$ cat config.mk
export PLATFORM = sky130hd
export DESIGN_NAME = hotplug_slot_enumerator_core
export DESIGN_NICKNAME = d
export VERILOG_FILES = /design/src/hdl/hse_pkg.sv /design/src/hdl/hse_cfg_regs.sv /design/src/hdl/hse_slot_fsm.sv /design/src/hdl/hotplug_slot_enumerator_core.sv
export SDC_FILE = /design/constraint.sdc
export NUM_CORES = 1
export LEC_CHECK = 0
export BUFFER_PORTS_ARGS = -buffer_cell sky130_fd_sc_hd__buf_4
export CELL_PAD_IN_SITES_DETAIL_PLACEMENT = 2
export CELL_PAD_IN_SITES_GLOBAL_PLACEMENT = 2
export CORE_MARGIN = 1.5
export CORE_UTILIZATION = 38
export CTS_CLUSTER_SIZE = 25
export DETAILED_ROUTE_END_ITERATION = 10
export PLACE_DENSITY = 0.85
export SYNTH_ARGS = -nofsm -noshare
export SYNTH_HDL_FRONTEND = slang
export SYNTH_SLANG_ARGS = --single-unit
$ cat constraint.sdc
create_clock -name clk -period 6.1 [get_ports clk]
set_input_delay 1.22 -clock clk [delete_from_list [all_inputs] [get_ports clk]]
set_output_delay 1.22 -clock clk [all_outputs]
set_load 0.005 [all_outputs]
$ cat src/hdl/hse_pkg.sv
// package with shared types and constants for the hot-plug slot enumerator
package hse_pkg;

    localparam logic [6:0]  SLOT_TARGET          = 7'h10;
    localparam logic [7:0]  PROTOCOL_VERSION     = 8'd1;
    localparam logic [6:0]  UNCONFIGURED_ADDRESS = 7'd8;
    localparam logic [15:0] TYPE_ID_ECHO         = 16'd1;
    localparam logic [15:0] TYPE_ID_SENSOR       = 16'd2;
    localparam logic [4:0]  IDENTITY_LEN         = 5'd5;

    typedef enum logic [4:0] {
        PH_EMPTY, PH_DEB_PRESENT, PH_DEB_ABSENT, PH_BOOT, PH_WAIT_LOCK, PH_SEL,
        PH_PROBE, PH_SETADDR, PH_VERIFY, PH_IDENT, PH_ONLINE, PH_UNSUP, PH_FAULT,
        PH_R_WAIT_LOCK, PH_R_SEL, PH_R_PROBE, PH_R_ASSIGNED
    } phase_t;

    typedef enum logic [1:0] {
        ACT_TICK   = 2'd0,
        ACT_LOCK   = 2'd1,
        ACT_RESULT = 2'd2,
        ACT_NONE   = 2'd3
    } action_t;

    localparam logic [2:0] PUB_EMPTY    = 3'd0;
    localparam logic [2:0] PUB_DEBOUNCE = 3'd1;
    localparam logic [2:0] PUB_ENUM     = 3'd2;
    localparam logic [2:0] PUB_ONLINE   = 3'd3;
    localparam logic [2:0] PUB_UNSUP    = 3'd4;
    localparam logic [2:0] PUB_FAULT    = 3'd5;

    localparam logic [2:0] ST_NONE     = 3'd0;
    localparam logic [2:0] ST_BUSY     = 3'd1;
    localparam logic [2:0] ST_NACK     = 3'd2;
    localparam logic [2:0] ST_BADFRAME = 3'd3;
    localparam logic [2:0] ST_OTHER    = 3'd4;

    localparam logic [2:0] OP_NONE       = 3'd0;
    localparam logic [2:0] OP_PING_UNCFG = 3'd1;
    localparam logic [2:0] OP_SET_ADDR   = 3'd2;
    localparam logic [2:0] OP_PING_ASGN  = 3'd3;
    localparam logic [2:0] OP_GET_ID     = 3'd4;
    localparam logic [2:0] OP_HEALTH     = 3'd5;

    localparam logic [2:0] REG_DEBOUNCE  = 3'd0;
    localparam logic [2:0] REG_BOOT      = 3'd1;
    localparam logic [2:0] REG_SETTLE    = 3'd2;
    localparam logic [2:0] REG_FAULT     = 3'd3;
    localparam logic [2:0] REG_HEALTH    = 3'd4;
    localparam logic [2:0] REG_GAP       = 3'd5;
    localparam logic [2:0] REG_HLIMIT    = 3'd6;
    localparam logic [2:0] REG_RETRIES   = 3'd7;

    typedef struct packed {
        logic [15:0] presence_debounce_ms;
        logic [15:0] boot_wait_ms;
        logic [15:0] select_settle_ms;
        logic [15:0] fault_retry_ms;
        logic [15:0] health_ping_ms;
        logic [15:0] retry_gap_ms;
        logic [7:0]  health_fail_limit;
        logic [7:0]  command_retries;
    } cfg_t;

    typedef struct packed {
        logic [7:0] payload_byte4;
        logic [7:0] payload_byte3;
        logic [7:0] payload_byte2;
        logic [7:0] payload_byte1;
        logic [7:0] payload_byte0;
        logic [4:0] payload_length;
        logic [2:0] result_status;
        logic       lock_granted;
        logic       sense_level;
        logic [1:0] action;
    } item_t;

    typedef struct packed {
        logic [31:0] identity_count;
        logic [15:0] module_firmware_version;
        logic [7:0]  module_protocol_version;
        logic [15:0] module_type;
        logic [6:0]  committed_address;
        logic [6:0]  assigned_address;
        logic [2:0]  fault_code;
        logic        select_driven_low;
        logic [6:0]  i2c_target;
        logic [2:0]  i2c_operation;
        logic        wants_lock;
        logic [2:0]  public_state;
    } result_t;

    function automatic logic [2:0] public_of(input phase_t p);
        unique case (p)
            PH_EMPTY:       return PUB_EMPTY;
            PH_DEB_PRESENT: return PUB_DEBOUNCE;
            PH_ONLINE:      return PUB_ONLINE;
            PH_UNSUP:       return PUB_UNSUP;
            PH_FAULT:       return PUB_FAULT;
            default:        return PUB_ENUM;
        endcase
    endfunction

    function automatic logic lock_phase(input phase_t p);
        return (p >= PH_WAIT_LOCK && p <= PH_IDENT) || (p >= PH_R_WAIT_LOCK);
    endfunction

    function automatic logic [15:0] sat_inc(input logic [15:0] v);
        return (v == 16'hFFFF) ? v : v + 16'd1;
    endfunction

endpackage

$ cat src/hdl/hse_cfg_regs.sv
// configuration register file for the hot-plug slot enumerator
module hse_cfg_regs
    import hse_pkg::*;
(
    input  logic        clk,
    input  logic        rst_n,
    input  logic        cfg_valid,
    output logic        cfg_ready,
    input  logic [2:0]  cfg_index,
    input  logic [15:0] cfg_data,
    output cfg_t        cfg
);
    cfg_t cfg_reg;

    assign cfg_ready = 1'b1;
    assign cfg       = cfg_reg;

    always_ff @(posedge clk or negedge rst_n)
    begin
        if (!rst_n)
        begin
            cfg_reg.presence_debounce_ms <= 16'd50;
            cfg_reg.boot_wait_ms         <= 16'd100;
            cfg_reg.select_settle_ms     <= 16'd5;
            cfg_reg.fault_retry_ms       <= 16'd1000;
            cfg_reg.health_ping_ms       <= 16'd1000;
            cfg_reg.retry_gap_ms         <= 16'd20;
            cfg_reg.health_fail_limit    <= 8'd3;
            cfg_reg.command_retries      <= 8'd3;
        end
        else if (cfg_valid)
        begin
            unique case (cfg_index)
                REG_DEBOUNCE: cfg_reg.presence_debounce_ms <= cfg_data;
                REG_BOOT:     cfg_reg.boot_wait_ms         <= cfg_data;
                REG_SETTLE:   cfg_reg.select_settle_ms     <= cfg_data;
                REG_FAULT:    cfg_reg.fault_retry_ms       <= cfg_data;
                REG_HEALTH:   cfg_reg.health_ping_ms       <= cfg_data;
                REG_GAP:      cfg_reg.retry_gap_ms         <= cfg_data;
                REG_HLIMIT:   cfg_reg.health_fail_limit    <= cfg_data[7:0];
                REG_RETRIES:  cfg_reg.command_retries      <= cfg_data[7:0];
                default:      cfg_reg.command_retries      <= cfg_reg.command_retries;
            endcase
        end
    end
endmodule

$ cat src/hdl/hse_slot_fsm.sv
// slot state update and result formation for one item
module hse_slot_fsm
    import hse_pkg::*;
(
    input  logic    clk,
    input  logic    rst_n,
    input  logic    step,
    input  item_t   item,
    input  cfg_t    cfg,
    output result_t result
);
    phase_t      phase_reg, phase_next, pbr_reg, pbr_next;
    logic [2:0]  prior_reg, prior_next;
    logic        lock_reg, lock_next, retry_reg, retry_next, sel_reg, sel_next;
    logic [7:0]  att_reg, att_next, hfc_reg, hfc_next;
    logic [6:0]  lat_reg, lat_next, com_reg, com_next;
    logic [15:0] type_reg, type_next, fw_reg, fw_next;
    logic [7:0]  ver_reg, ver_next;
    logic [31:0] epoch_reg, epoch_next;
    logic [2:0]  fault_reg, fault_next;
    logic [15:0] pe_reg, pe_next, re_reg, re_next, he_reg, he_next;

    logic        present;
    logic [2:0]  st;
    logic [7:0]  att_inc, hfc_inc;
    logic [15:0] id_type;
    logic [2:0]  op;
    logic [6:0]  tgt;
    logic        stepph;

    always_comb
    begin
        phase_next = phase_reg; pbr_next = pbr_reg; prior_next = prior_reg;
        lock_next = lock_reg; retry_next = retry_reg; sel_next = sel_reg;
        att_next = att_reg; hfc_next = hfc_reg; lat_next = lat_reg; com_next = com_reg;
        type_next = type_reg; fw_next = fw_reg; ver_next = ver_reg;
        epoch_next = epoch_reg; fault_next = fault_reg;
        pe_next = pe_reg; re_next = re_reg; he_next = he_reg;
        present = !item.sense_level;
        st      = (item.result_status > ST_OTHER) ? ST_OTHER : item.result_status;
        att_inc = att_reg + 8'd1;
        hfc_inc = hfc_reg + 8'd1;
        id_type = {item.payload_byte0, item.payload_byte1};

        unique case (action_t'(item.action))
            ACT_TICK:
            begin
                pe_next = sat_inc(pe_reg);
                re_next = sat_inc(re_reg);
                he_next = sat_inc(he_reg);
                if (phase_reg == PH_EMPTY)
                begin
                    if (present)
                    begin
                        phase_next = PH_DEB_PRESENT; pe_next = '0;
                    end
                end
                else if (phase_reg == PH_DEB_PRESENT || phase_reg == PH_DEB_ABSENT)
                begin
                    if ((phase_reg == PH_DEB_PRESENT) != present)
                    begin
                        if (present)
                            phase_next = pbr_reg;
                        else
                        begin
                            phase_next = PH_EMPTY; pbr_next = PH_EMPTY; prior_next = PUB_EMPTY;
                            sel_next = 1'b0; lock_next = 1'b0; retry_next = 1'b0;
                            att_next = '0; hfc_next = '0; lat_next = '0; com_next = '0;
                            type_next = '0; ver_next = '0; fw_next = '0; fault_next = ST_NONE;
                        end
                    end
                    else if (pe_next >= cfg.presence_debounce_ms)
                    begin
                        if (present)
                        begin
                            phase_next = PH_BOOT; pe_next = '0;
                        end
                        else
                        begin
                            phase_next = PH_EMPTY; pbr_next = PH_EMPTY; prior_next = PUB_EMPTY;
                            sel_next = 1'b0; lock_next = 1'b0; retry_next = 1'b0;
                            att_next = '0; hfc_next = '0; lat_next = '0; com_next = '0;
                            type_next = '0; ver_next = '0; fw_next = '0; fault_next = ST_NONE;
                        end
                    end
                end
                else if (!present)
                begin
                    pbr_next = phase_reg; phase_next = PH_DEB_ABSENT; pe_next = '0;
                end
                else
                begin
                    priority case (phase_reg)
                        PH_BOOT:
                            if (pe_next >= cfg.boot_wait_ms)
                                phase_next = PH_WAIT_LOCK;
                        PH_SEL, PH_R_SEL:
                            if (pe_next >= cfg.select_settle_ms)
                            begin
                                phase_next = (phase_reg == PH_SEL) ? PH_PROBE : PH_R_PROBE;
                                att_next = '0; retry_next = 1'b0; pe_next = '0;
                            end
                        PH_FAULT:
                            if (pe_next >= cfg.fault_retry_ms)
                                phase_next = (com_reg != '0) ? PH_R_WAIT_LOCK : PH_WAIT_LOCK;
                        default:
                            phase_next = phase_reg;
                    endcase
                end
            end
            ACT_LOCK:
            begin
                lock_next = item.lock_granted;
                if (item.lock_granted && (phase_reg == PH_WAIT_LOCK
                                          || phase_reg == PH_R_WAIT_LOCK))
                begin
                    sel_next = 1'b1; pe_next = '0;
                    phase_next = (phase_reg == PH_WAIT_LOCK) ? PH_SEL : PH_R_SEL;
                end
            end
            ACT_RESULT:
            begin
                if (phase_reg == PH_ONLINE || phase_reg == PH_UNSUP)
                begin
                    he_next = '0;
                    if (st == ST_NONE)
                        hfc_next = '0;
                    else if (st != ST_BUSY)
                    begin
                        hfc_next = hfc_inc; fault_next = st;
                        if (hfc_inc >= cfg.health_fail_limit)
                        begin
                            hfc_next = '0; prior_next = public_of(phase_reg);
                            phase_next = PH_R_WAIT_LOCK;
                        end
                    end
                end
                else if (phase_reg == PH_R_PROBE && st == ST_NONE)
                begin
                    type_next = '0; ver_next = '0; fw_next = '0; lat_next = '0;
                    prior_next = PUB_EMPTY;
                    phase_next = PH_SETADDR; att_next = '0; retry_next = 1'b0; pe_next = '0;
                end
                else if (phase_reg == PH_R_PROBE && st == ST_NACK)
                begin
                    phase_next = PH_R_ASSIGNED; att_next = '0; retry_next = 1'b0; pe_next = '0;
                end
                else if ((phase_reg == PH_R_PROBE || phase_reg == PH_R_ASSIGNED
                          || phase_reg == PH_PROBE || phase_reg == PH_SETADDR
                          || phase_reg == PH_VERIFY || phase_reg == PH_IDENT)
                         && (st != ST_NONE || (phase_reg == PH_IDENT
                                               && item.payload_length != IDENTITY_LEN)))
                begin
                    fault_next = (st != ST_NONE) ? st : ST_BADFRAME;
                    if (att_inc >= cfg.command_retries)
                    begin
                        phase_next = PH_FAULT; pe_next = '0; retry_next = 1'b0;
                        att_next = '0; sel_next = 1'b0;
                    end
                    else
                    begin
                        att_next = att_inc; retry_next = 1'b1; re_next = '0;
                    end
                end
                else
                begin
                    priority case (phase_reg)
                        PH_R_ASSIGNED:
                        begin
                            sel_next = 1'b0;
                            if (type_reg == '0)
                            begin
                                if (lat_reg == '0)
                                    lat_next = com_reg;
                                phase_next = PH_IDENT; att_next = '0;
                                retry_next = 1'b0; pe_next = '0;
                            end
                            else
                            begin
                                he_next = '0; hfc_next = '0;
                                phase_next = (prior_reg == PUB_UNSUP) ? PH_UNSUP : PH_ONLINE;
                            end
                        end
                        PH_PROBE, PH_SETADDR, PH_VERIFY:
                        begin
                            att_next = '0; retry_next = 1'b0; pe_next = '0;
                            if (phase_reg == PH_PROBE)
                                phase_next = PH_SETADDR;
                            else if (phase_reg == PH_SETADDR)
                            begin
                                com_next = SLOT_TARGET; phase_next = PH_VERIFY;
                            end
                            else
                            begin
                                lat_next = com_reg; sel_next = 1'b0; phase_next = PH_IDENT;
                            end
                        end
                        PH_IDENT:
                        begin
                            type_next = id_type; ver_next = item.payload_byte2;
                            fw_next = {item.payload_byte3, item.payload_byte4};
                            epoch_next = epoch_reg + 32'd1;
                            he_next = '0; hfc_next = '0; fault_next = ST_NONE;
                            if (item.payload_byte2 == PROTOCOL_VERSION
                                && (id_type == TYPE_ID_ECHO || id_type == TYPE_ID_SENSOR))
                            begin
                                phase_next = PH_ONLINE; prior_next = PUB_ONLINE;
                            end
                            else
                            begin
                                phase_next = PH_UNSUP; prior_next = PUB_UNSUP;
                            end
                        end
                        default:
                            phase_next = phase_reg;
                    endcase
                end
            end
            default:
                phase_next = phase_reg;
        endcase
    end

    // proposed bus operation from the updated state
    always_comb
    begin
        op = OP_NONE;
        tgt = '0;
        stepph = (phase_next >= PH_PROBE && phase_next <= PH_IDENT)
                 || phase_next == PH_R_PROBE || phase_next == PH_R_ASSIGNED;
        if (phase_next == PH_ONLINE || phase_next == PH_UNSUP)
        begin
            if (lat_next != '0 && he_next >= cfg.health_ping_ms)
            begin
                op = OP_HEALTH; tgt = lat_next;
            end
        end
        else if (lock_next && stepph && (!retry_next || re_next >= cfg.retry_gap_ms))
        begin
            priority case (phase_next)
                PH_PROBE, PH_R_PROBE:
                begin
                    op = OP_PING_UNCFG; tgt = UNCONFIGURED_ADDRESS;
                end
                PH_SETADDR:
                begin
                    op = OP_SET_ADDR; tgt = UNCONFIGURED_ADDRESS;
                end
                PH_VERIFY, PH_R_ASSIGNED:
                begin
                    op = OP_PING_ASGN; tgt = com_next;
                end
                default:
                begin
                    op = OP_GET_ID; tgt = lat_next;
                end
            endcase
        end
    end

    always_ff @(posedge clk or negedge rst_n)
    begin
        if (!rst_n)
        begin
            phase_reg <= PH_EMPTY; pbr_reg <= PH_EMPTY; prior_reg <= PUB_EMPTY;
            lock_reg <= 1'b0; retry_reg <= 1'b0; sel_reg <= 1'b0;
            att_reg <= '0; hfc_reg <= '0; lat_reg <= '0; com_reg <= '0;
            type_reg <= '0; fw_reg <= '0; ver_reg <= '0; epoch_reg <= '0;
            fault_reg <= ST_NONE; pe_reg <= '0; re_reg <= '0; he_reg <= '0;
            result <= '0;
        end
        else if (step)
        begin
            phase_reg <= phase_next; pbr_reg <= pbr_next; prior_reg <= prior_next;
            lock_reg <= lock_next; retry_reg <= retry_next; sel_reg <= sel_next;
            att_reg <= att_next; hfc_reg <= hfc_next; lat_reg <= lat_next;
            com_reg <= com_next; type_reg <= type_next; fw_reg <= fw_next;
            ver_reg <= ver_next; epoch_reg <= epoch_next; fault_reg <= fault_next;
            pe_reg <= pe_next; re_reg <= re_next; he_reg <= he_next;
            result.public_state <= public_of((phase_next == PH_DEB_ABSENT) ? pbr_next
                                                                           : phase_next);
            result.wants_lock <= (phase_next == PH_DEB_ABSENT)
                                 ? (lock_phase(pbr_next) || lock_next)
                                 : lock_phase(phase_next);
            result.i2c_operation <= op;
            result.i2c_target <= tgt;
            result.select_driven_low <= sel_next;
            result.fault_code <= fault_next;
            result.assigned_address <= lat_next;
            result.committed_address <= com_next;
            result.module_type <= type_next;
            result.module_protocol_version <= ver_next;
            result.module_firmware_version <= fw_next;
            result.identity_count <= epoch_next;
        end
    end
endmodule

$ cat src/hdl/hotplug_slot_enumerator_core.sv
// top level of the hot-plug slot enumerator
//
// one slot's presence debounce, enumeration under a shared lock and health
// monitoring. s_axis carries one event item per transfer (tick, lock notify
// or bus result), m_axis one status item per event, cfg writes the eight
// timing and limit registers by index.
// an input item is registered, worked through the slot state logic and then
// held in the output stage; the status item is valid on m_axis once the
// state logic has stepped it into the output register. one item per
// cycle is sustained while the receiver is ready; the state logic steps
// once the output stage is free, so the output handshake sets the rate.
// if the receiver stalls, m_axis holds its item and s_axis keeps accepting
// while the input and output stages have room; ready drops once both hold
// items.
// reset clears all slot state to empty and loads the register defaults; the
// block is ready in the first cycle after reset.
module hotplug_slot_enumerator_core
    import hse_pkg::*;
(
    input  logic         clk,
    input  logic         rst_n,
    input  logic         s_axis_tvalid,
    output logic         s_axis_tready,
    // action, sense_level, lock_granted, result_status, payload_length,
    // payload_byte0 .. payload_byte4
    input  logic [55:0]  s_axis_tdata,
    output logic         m_axis_tvalid,
    input  logic         m_axis_tready,
    // public_state, wants_lock, i2c_operation, i2c_target, select_driven_low,
    // fault_code, assigned_address, committed_address, module_type,
    // module_protocol_version, module_firmware_version, identity_count
    output logic [103:0] m_axis_tdata,
    input  logic         cfg_valid,
    output logic         cfg_ready,
    input  logic [2:0]   cfg_index,
    input  logic [15:0]  cfg_data
);
    cfg_t    cfg;
    item_t   item_reg;
    logic    in_valid_reg, out_valid_reg;
    logic    step;
    result_t result;

    hse_cfg_regs u_cfg (
        .clk       (clk),
        .rst_n     (rst_n),
        .cfg_valid (cfg_valid),
        .cfg_ready (cfg_ready),
        .cfg_index (cfg_index),
        .cfg_data  (cfg_data),
        .cfg       (cfg)
    );

    assign step          = in_valid_reg && (!out_valid_reg || m_axis_tready);
    assign s_axis_tready = !in_valid_reg || step;

    always_ff @(posedge clk or negedge rst_n)
    begin
        if (!rst_n)
        begin
            in_valid_reg  <= 1'b0;
            out_valid_reg <= 1'b0;
        end
        else
        begin
            if (s_axis_tready)
                in_valid_reg <= s_axis_tvalid;
            if (step)
                out_valid_reg <= 1'b1;
            else if (m_axis_tready)
                out_valid_reg <= 1'b0;
        end
    end

    always_ff @(posedge clk)
    begin
        if (s_axis_tready && s_axis_tvalid)
            item_reg <= item_t'(s_axis_tdata[51:0]);
    end

    hse_slot_fsm u_fsm (
        .clk    (clk),
        .rst_n  (rst_n),
        .step   (step),
        .item   (item_reg),
        .cfg    (cfg),
        .result (result)
    );

    assign m_axis_tvalid = out_valid_reg;
    assign m_axis_tdata  = result;

`ifndef SYNTHESIS
    a_step_needs_item: assert property (@(posedge clk) disable iff (!rst_n)
        step |-> in_valid_reg)
        else $error("step without a held item");
    a_out_after_step: assert property (@(posedge clk) disable iff (!rst_n)
        step |=> m_axis_tvalid)
        else $error("result missing after step");
    a_stall_holds: assert property (@(posedge clk) disable iff (!rst_n)
        (m_axis_tvalid && !m_axis_tready) |=> $stable(m_axis_tdata))
        else $error("stalled result changed");
`endif
endmodule

# Word level (Yosys, flattened, before mapping)
# Cells that the tools add are included.
# op_classes
addsub,6
magnitude_cmp,16
n_eq_ne,82
muxes,249
bitwise_logic,4
n_reduce_logical,71
# op_table
operator,n
$mux 16,48
$mux 8,37
$mux 7,28
$mux 32,6
$pmux 16 s2,6
$mux 5,28
$ge 16x16->1,6
$mux 3,31
$pmux 8 s2,5
$eq 5x4->1 const B,15
$pmux 7 s2,4
$add 16x1->16 const B,3
$eq 16x16->1 const B,3
$pmux 16 s3,1
$pmux 5 s3,3
$mux 1,38
$add 32x1->32 const B,1
$eq 5x3->1 const B,6
$pmux 3 s5,2
$reduce_and 11->1,2
$ne 3x2->1 const B,7
$reduce_and 10->1,2
$logic_or 1x1->1,19
$add 8x1->8 const B,2
other kinds (51),125
# totals
reg_bits,349
input_bits,80
out_inout_bits,107
word_cells,470

# Depth between registers and ports, before layout
# depth
word_depth,20
mapped_depth,26
mapped_depth_nobuf,25

# By module
# A second synthesis with hierarchy kept.
# hier_totals
hier_cells,2014
area_unflattened_um2,20024.2
# by_module_without_submodules
module,instances,cells_per_inst,area_per_inst_um2,seq_area_each_um2
hse_slot_fsm,1,1707,14009.7,4579.4
hse_cfg_regs,1,247,4349.2,2835.2
hotplug_slot_enumerator_core,1,60,1665.3,1611.5

# Least setup slack after synthesis
# OpenSTA, ideal clock, no wires.
# synth_timing
path_type,reg2reg
from,register u_fsm.att_reg[0]
to,register u_fsm.result[13] (netlist name)
setup_ns,0.126
arrival_ns,5.030
required_time_ns,5.974
setup_slack_ns,0.944
stages_incl_launch_ff,26
n_path_buf,0
synth_period_minus_slack_ns,5.156
cell_sequence,dfrtp_1 > and3_1 > and3_1 > and3_1 > xor2_1 > ha_1 > a21oi_1 > o21ai_0 > a21oi_1 > nor3b_2 > nand3_1 > a21oi_1 > nand3_1 > o211ai_1 > ha_1 > nand2b_1 > a21o_1 > a21o_1 > a21oi_1 > o21ai_0 > a311oi_1 > nor3_1 > o311ai_2 > or4b_4 > nand2b_2 > a221o_1
# synth_via
elab_chain_cells,16
elab_cells_between_ends,43
cone_classes,add/sub: 1; order compare: 4; eq/ne: 7; mux: 21; reduce/logical: 10
# synth_lines
item,line,source
"start, declared",hse_slot_fsm.sv:15,"logic [7:0] att_reg, att_next, hfc_reg, hfc_next;"
"start signal, assigned",hse_slot_fsm.sv:276,att_reg <= att_next; hfc_reg <= hfc_next; lat_reg <= lat_next;
$add 8x1->8 *,hse_slot_fsm.sv:41,att_inc = att_reg + 8'd1;
$ge 8x8->1 *,hse_slot_fsm.sv:155,if (att_inc >= cfg.command_retries)
branches (longest 13 deep; another with $ge 16x16->1),--,
$mux 7 *,hse_slot_fsm.sv:231,if (phase_next == PH_ONLINE || phase_next == PH_UNSUP)
# Mark *: on every way between the ends.
# A chain may end at the register's enable or synchronous reset.

# Worst setup path in the final report
# layout_timing
from,register u_fsm.pe_reg[6]
to,register u_fsm.result[0] (netlist name)
# layout_via
elab_chain_cells,13
elab_cells_between_ends,30
cone_classes,add/sub: 1; order compare: 4; eq/ne: 6; mux: 18; reduce/logical: 1
# layout_lines
item,line,source
"start, declared",hse_slot_fsm.sv:21,"logic [15:0] pe_reg, pe_next, re_reg, re_next, he_reg, he_next;"
"start signal, assigned",hse_slot_fsm.sv:279,pe_reg <= pe_next; re_reg <= re_next; he_reg <= he_next;
$add 16x1->16 / $eq 16x16->1 (equally long branches),hse_pkg.sv:108,return (v == 16'hFFFF) ? v : v + 16'd1;
$mux 16 *,hse_pkg.sv:108,
"$ge 16x16->1, on equally long branches","hse_slot_fsm.sv:104, hse_slot_fsm.sv:95, hse_slot_fsm.sv:98",
"$mux 5, on equally long branches","hse_slot_fsm.sv:104, hse_slot_fsm.sv:95, hse_slot_fsm.sv:98",
$pmux 5 s3,hse_slot_fsm.sv:93,priority case (phase_reg)
$mux 5,hse_slot_fsm.sv:87,else if (!present)
$mux 5,hse_slot_fsm.sv:58,else if (phase_reg == PH_DEB_PRESENT || phase_reg == PH_DEB_ABSENT)
$mux 5,hse_slot_fsm.sv:51,if (phase_reg == PH_EMPTY)
$pmux 5 s3,hse_slot_fsm.sv:45,unique case (action_t'(item.action))
$eq 5x2->1,hse_slot_fsm.sv:280,result.public_state <= public_of((phase_next == PH_DEB_ABSENT) ? pbr_next
$mux 5 *,hse_slot_fsm.sv:280,
$eq 5x4->1 (tied with other cells),hse_pkg.sv:93,unique case (p)
$pmux 3 s5 *,hse_pkg.sv:93,
# Every way passes the cells marked *; elsewhere a longest branch is shown, timed or not.

==> impl_metrics.toml <==
[timing]
hold_viol = 0
setup_violations = 0
rsz0062_at_grt = "true"
post-route-period-util_pct = 96.7
tightest_slew_ns = 1.09
max-slew-margin-rel_pct = 27.1
setup_tns_ns = 0
maxSlewViolCount = 0
holdWs_ns = 0.474
worst_slack_ns = 0.201
fin_crit_ns = 5.90
finClkSkew_ns = 0.0224
fmax_mhz = 170

[die]
std_cell_rows = 83
core_area_mm2 = 0.0513
die_h_um = 231
ios = 187
dieArea_mm2 = 0.0534
start_util_pct = 38.5
fp.dieW_um = 231

[drt]
vias = 17600
drtPass1Iterations = 5
drt.antenna.violating_nets = 0
wl_per_cell_um = 25.1
avgViaCountPerCell = 5.83
remaining_drc_errors = 0
first_iter_violations = 1038
routed_wl_um = 75600

[global_route]
grt_max_degree = 109
grt_usage_pct = 28.4
met2_usage_pct = 50.6
grt.busiest_layer = "met2"
grt_pass1_wl_um = 118000
gr-usage-met3_pct = 4.43
grt_overflow = 0
antenna_found_initial = 0
first_global_vias = 19900
grt_util_met1_pct = 33.9

[power_and_ir_drop]
finalPower_mw = 8.00
p_leak_nw = 10.9
power_switching_mw = 2.86
p_sw_share_pct = 35.7
power.internal_mw = 5.14
pwr-share-comb_pct = 30.5
pwr-share-clk_pct = 31.9
ir_drop_mv = 0.217
p_seq_share_pct = 37.6
p_per_area_mw_per_mm2 = 338

[worst_setup_path]
critPathMaxStageDelay_ns = 0.44
critPathMaxFanout = 6
critPathCaptureType = "flip-flop"
start_kind = "flip-flop"
crit_path_frequent_cell = "buf_4"
criticalPathCategory = "flip-flop to flip-flop"
required_ns = 6.55
cpMaxStageDelayCell = "dfrtp_1"
crit_arrival_ns = 6.34

[synth]
synth.area.top_cells = "dfrtp_1 (34%), edfxtp_1 (7.9%), ha_1 (7.7%)"
synth.avg_cell_area_um2 = 9.38
synth_cells = 2106
synth_edf_count = 52
synthesis.area_mm2 = 0.0198
synth_fp_nets = 2308
synth-seq-area-share_pct = 45.7
async_flop_share_pct = 85.1
synth_top_area_share_pct = 34.3
synthFlopType = "dfrtp_1"
ys_seq_elements = 349
yosys.area.top_type = "dfrtp_1"
yosysUniqueCellTypes = 99
ys.warnings.count = 0

[job]
maxCapViolCount = 0

[placed_design]
gp_congestion = 0.876
placed_cell_area_mm2 = 0.0221
post-place-cells = 2935
port_buffers = 181
place_ws_ns = 0.0135
place_hpwl_um = 52400

[cts]
hold_buffers = 0
cts_tree = "built"
cts_max_level = 2
clkSlewWorstSetupHoldPaths_ns = 0.06
insertion_delay_ns = 0.59
cts_root_buf = "clkbuf_16"
cts_buffers = 42
cts.sinks = 349
cts_buffer_depth = 3

[run_status]
status = "finished, final reports clean"

[cells_and_area]
stdcell_area_mm2 = 0.0236
fin_nets = 2503
drive_gt1_share_pct = 20.0
diodes = 0
largest_register_ff_count = 112
fin_cells = 3015
fin_util_pct = 46.1
final_cell_mix = "nand2_1 (343), dfrtp_1 (268), buf_4 (255)"
final_common_cell = "nand2_1"
area_growth_syn_to_layout_pct = 19.7

[hold_path]
hold_path_class = "flip-flop to flip-flop"
power groups by stage:
stage | clock network, mW | registers, mW | logic [mW]
6_report | 2.55 | 3.00 | 2.44
2_1_floorplan | 0 | 2.92 | 1.42
3_3_place_gp | 0 | 2.99 | 2.13
4_1_cts | 2.60 | 3.00 | 2.39
3_5_place_dp | 0 | 3.03 | 2.32
5_1_grt | 2.67 | 3.04 | 2.64
worst max-delay path: cells and delay by family (launching register included):
kind | cells | cell delay, ns
DFF | 1 | 0.44
xor gates and xnor gates | 1 | 0.14
and+or+nand+nor | 10 | 2.14
buffers and inverters | 4 | 0.77
adders and majority gates | 1 | 0.28
AOI/OAI and AO/OA | 9 | 1.97
Yosys cell counts, types with 6 or more instances:
master / number
nand2_1: 344
dfrtp_1: 271
o21ai_0: 170
inv_1: 128
ha_1: 122
nor2_1: 115
nand3_1: 99
a21oi_1: 88
clkbuf_1: 80
mux2_2: 58
edfxtp_1: 52
xnor2_1: 49
a22o_1: 35
nor3_1: 35
nand4_1: 30
dfstp_2: 26
xor2_1: 24
o31ai_1: 23
and3_1: 21
nand2b_1: 21
a21o_1: 17
buf_2: 16
a31oi_1: 15
mux2i_1: 15
nor2b_1: 15
nor4_1: 15
and2_1: 13
o211ai_1: 13
o21a_1: 10
a211oi_1: 9
a311oi_1: 8
and4_1: 8
buf_1: 8
or3_1: 7
a2111oi_0: 6
a32oi_1: 6
or2_2: 6
cell families (layout without fill, tap and decap cells):
group | count (synthesis) | in the layout | share of synthesized area, %
compound gates | 477 | 477 | 15.9
xor+xnor | 73 | 73 | 3.24
flops | 349 | 349 | 45.7
mux | 74 | 74 | 4.18
simple gates | 771 | 771 | 18.5
other cells | 1 | 1 | 0.0190
fa+ha+maj | 122 | 122 | 7.73
buf+inv | 239 | 468 | 4.72
area by class of cell:
cell class | count | area (µm²)
clock inverter | 17 | 186
multi-input combinational | 1518 | 9930
fill | 5435 | 27700
sequential | 349 | 9030
clock buffer | 61 | 1180
tap | 680 | 851
inverter | 132 | 495
timing repair buffer | 258 | 1970
repair_timing:
action / CTS / global route
pin swaps: 0 / 1
hold endpoints to repair: 0 / 0
endpoints found under the setup margin: 7 / 22
setup buffers: 0 / 2
gates resized for setup: 4 / 25
metal layers:
layer	wire, µm	up-vias
li1	-	7860
met1	30400	9121
met2	38900	423
met3	3380	167
met4	2910	0
met5	0	-
path summary, 6_finish.rpt:
check / start / end / slack, ns / cells past startpoint
max reg2reg: u_fsm.pe_reg[6] / u_fsm.result[0] / 0.20 / 25
min: item_reg[48] / u_fsm.result[60] / 0.47 / 2
max in group asynchronous: rst_n / u_fsm.result[73] / 4.19 / 2
max: u_fsm.pe_reg[6] / u_fsm.result[0] / 0.20 / 25
min reg2reg: item_reg[48] / u_fsm.result[60] / 0.47 / 2
min in group asynchronous: rst_n / u_fsm.pe_reg[6] / 0.68 / 1
(Power assumes the default switching activity.)
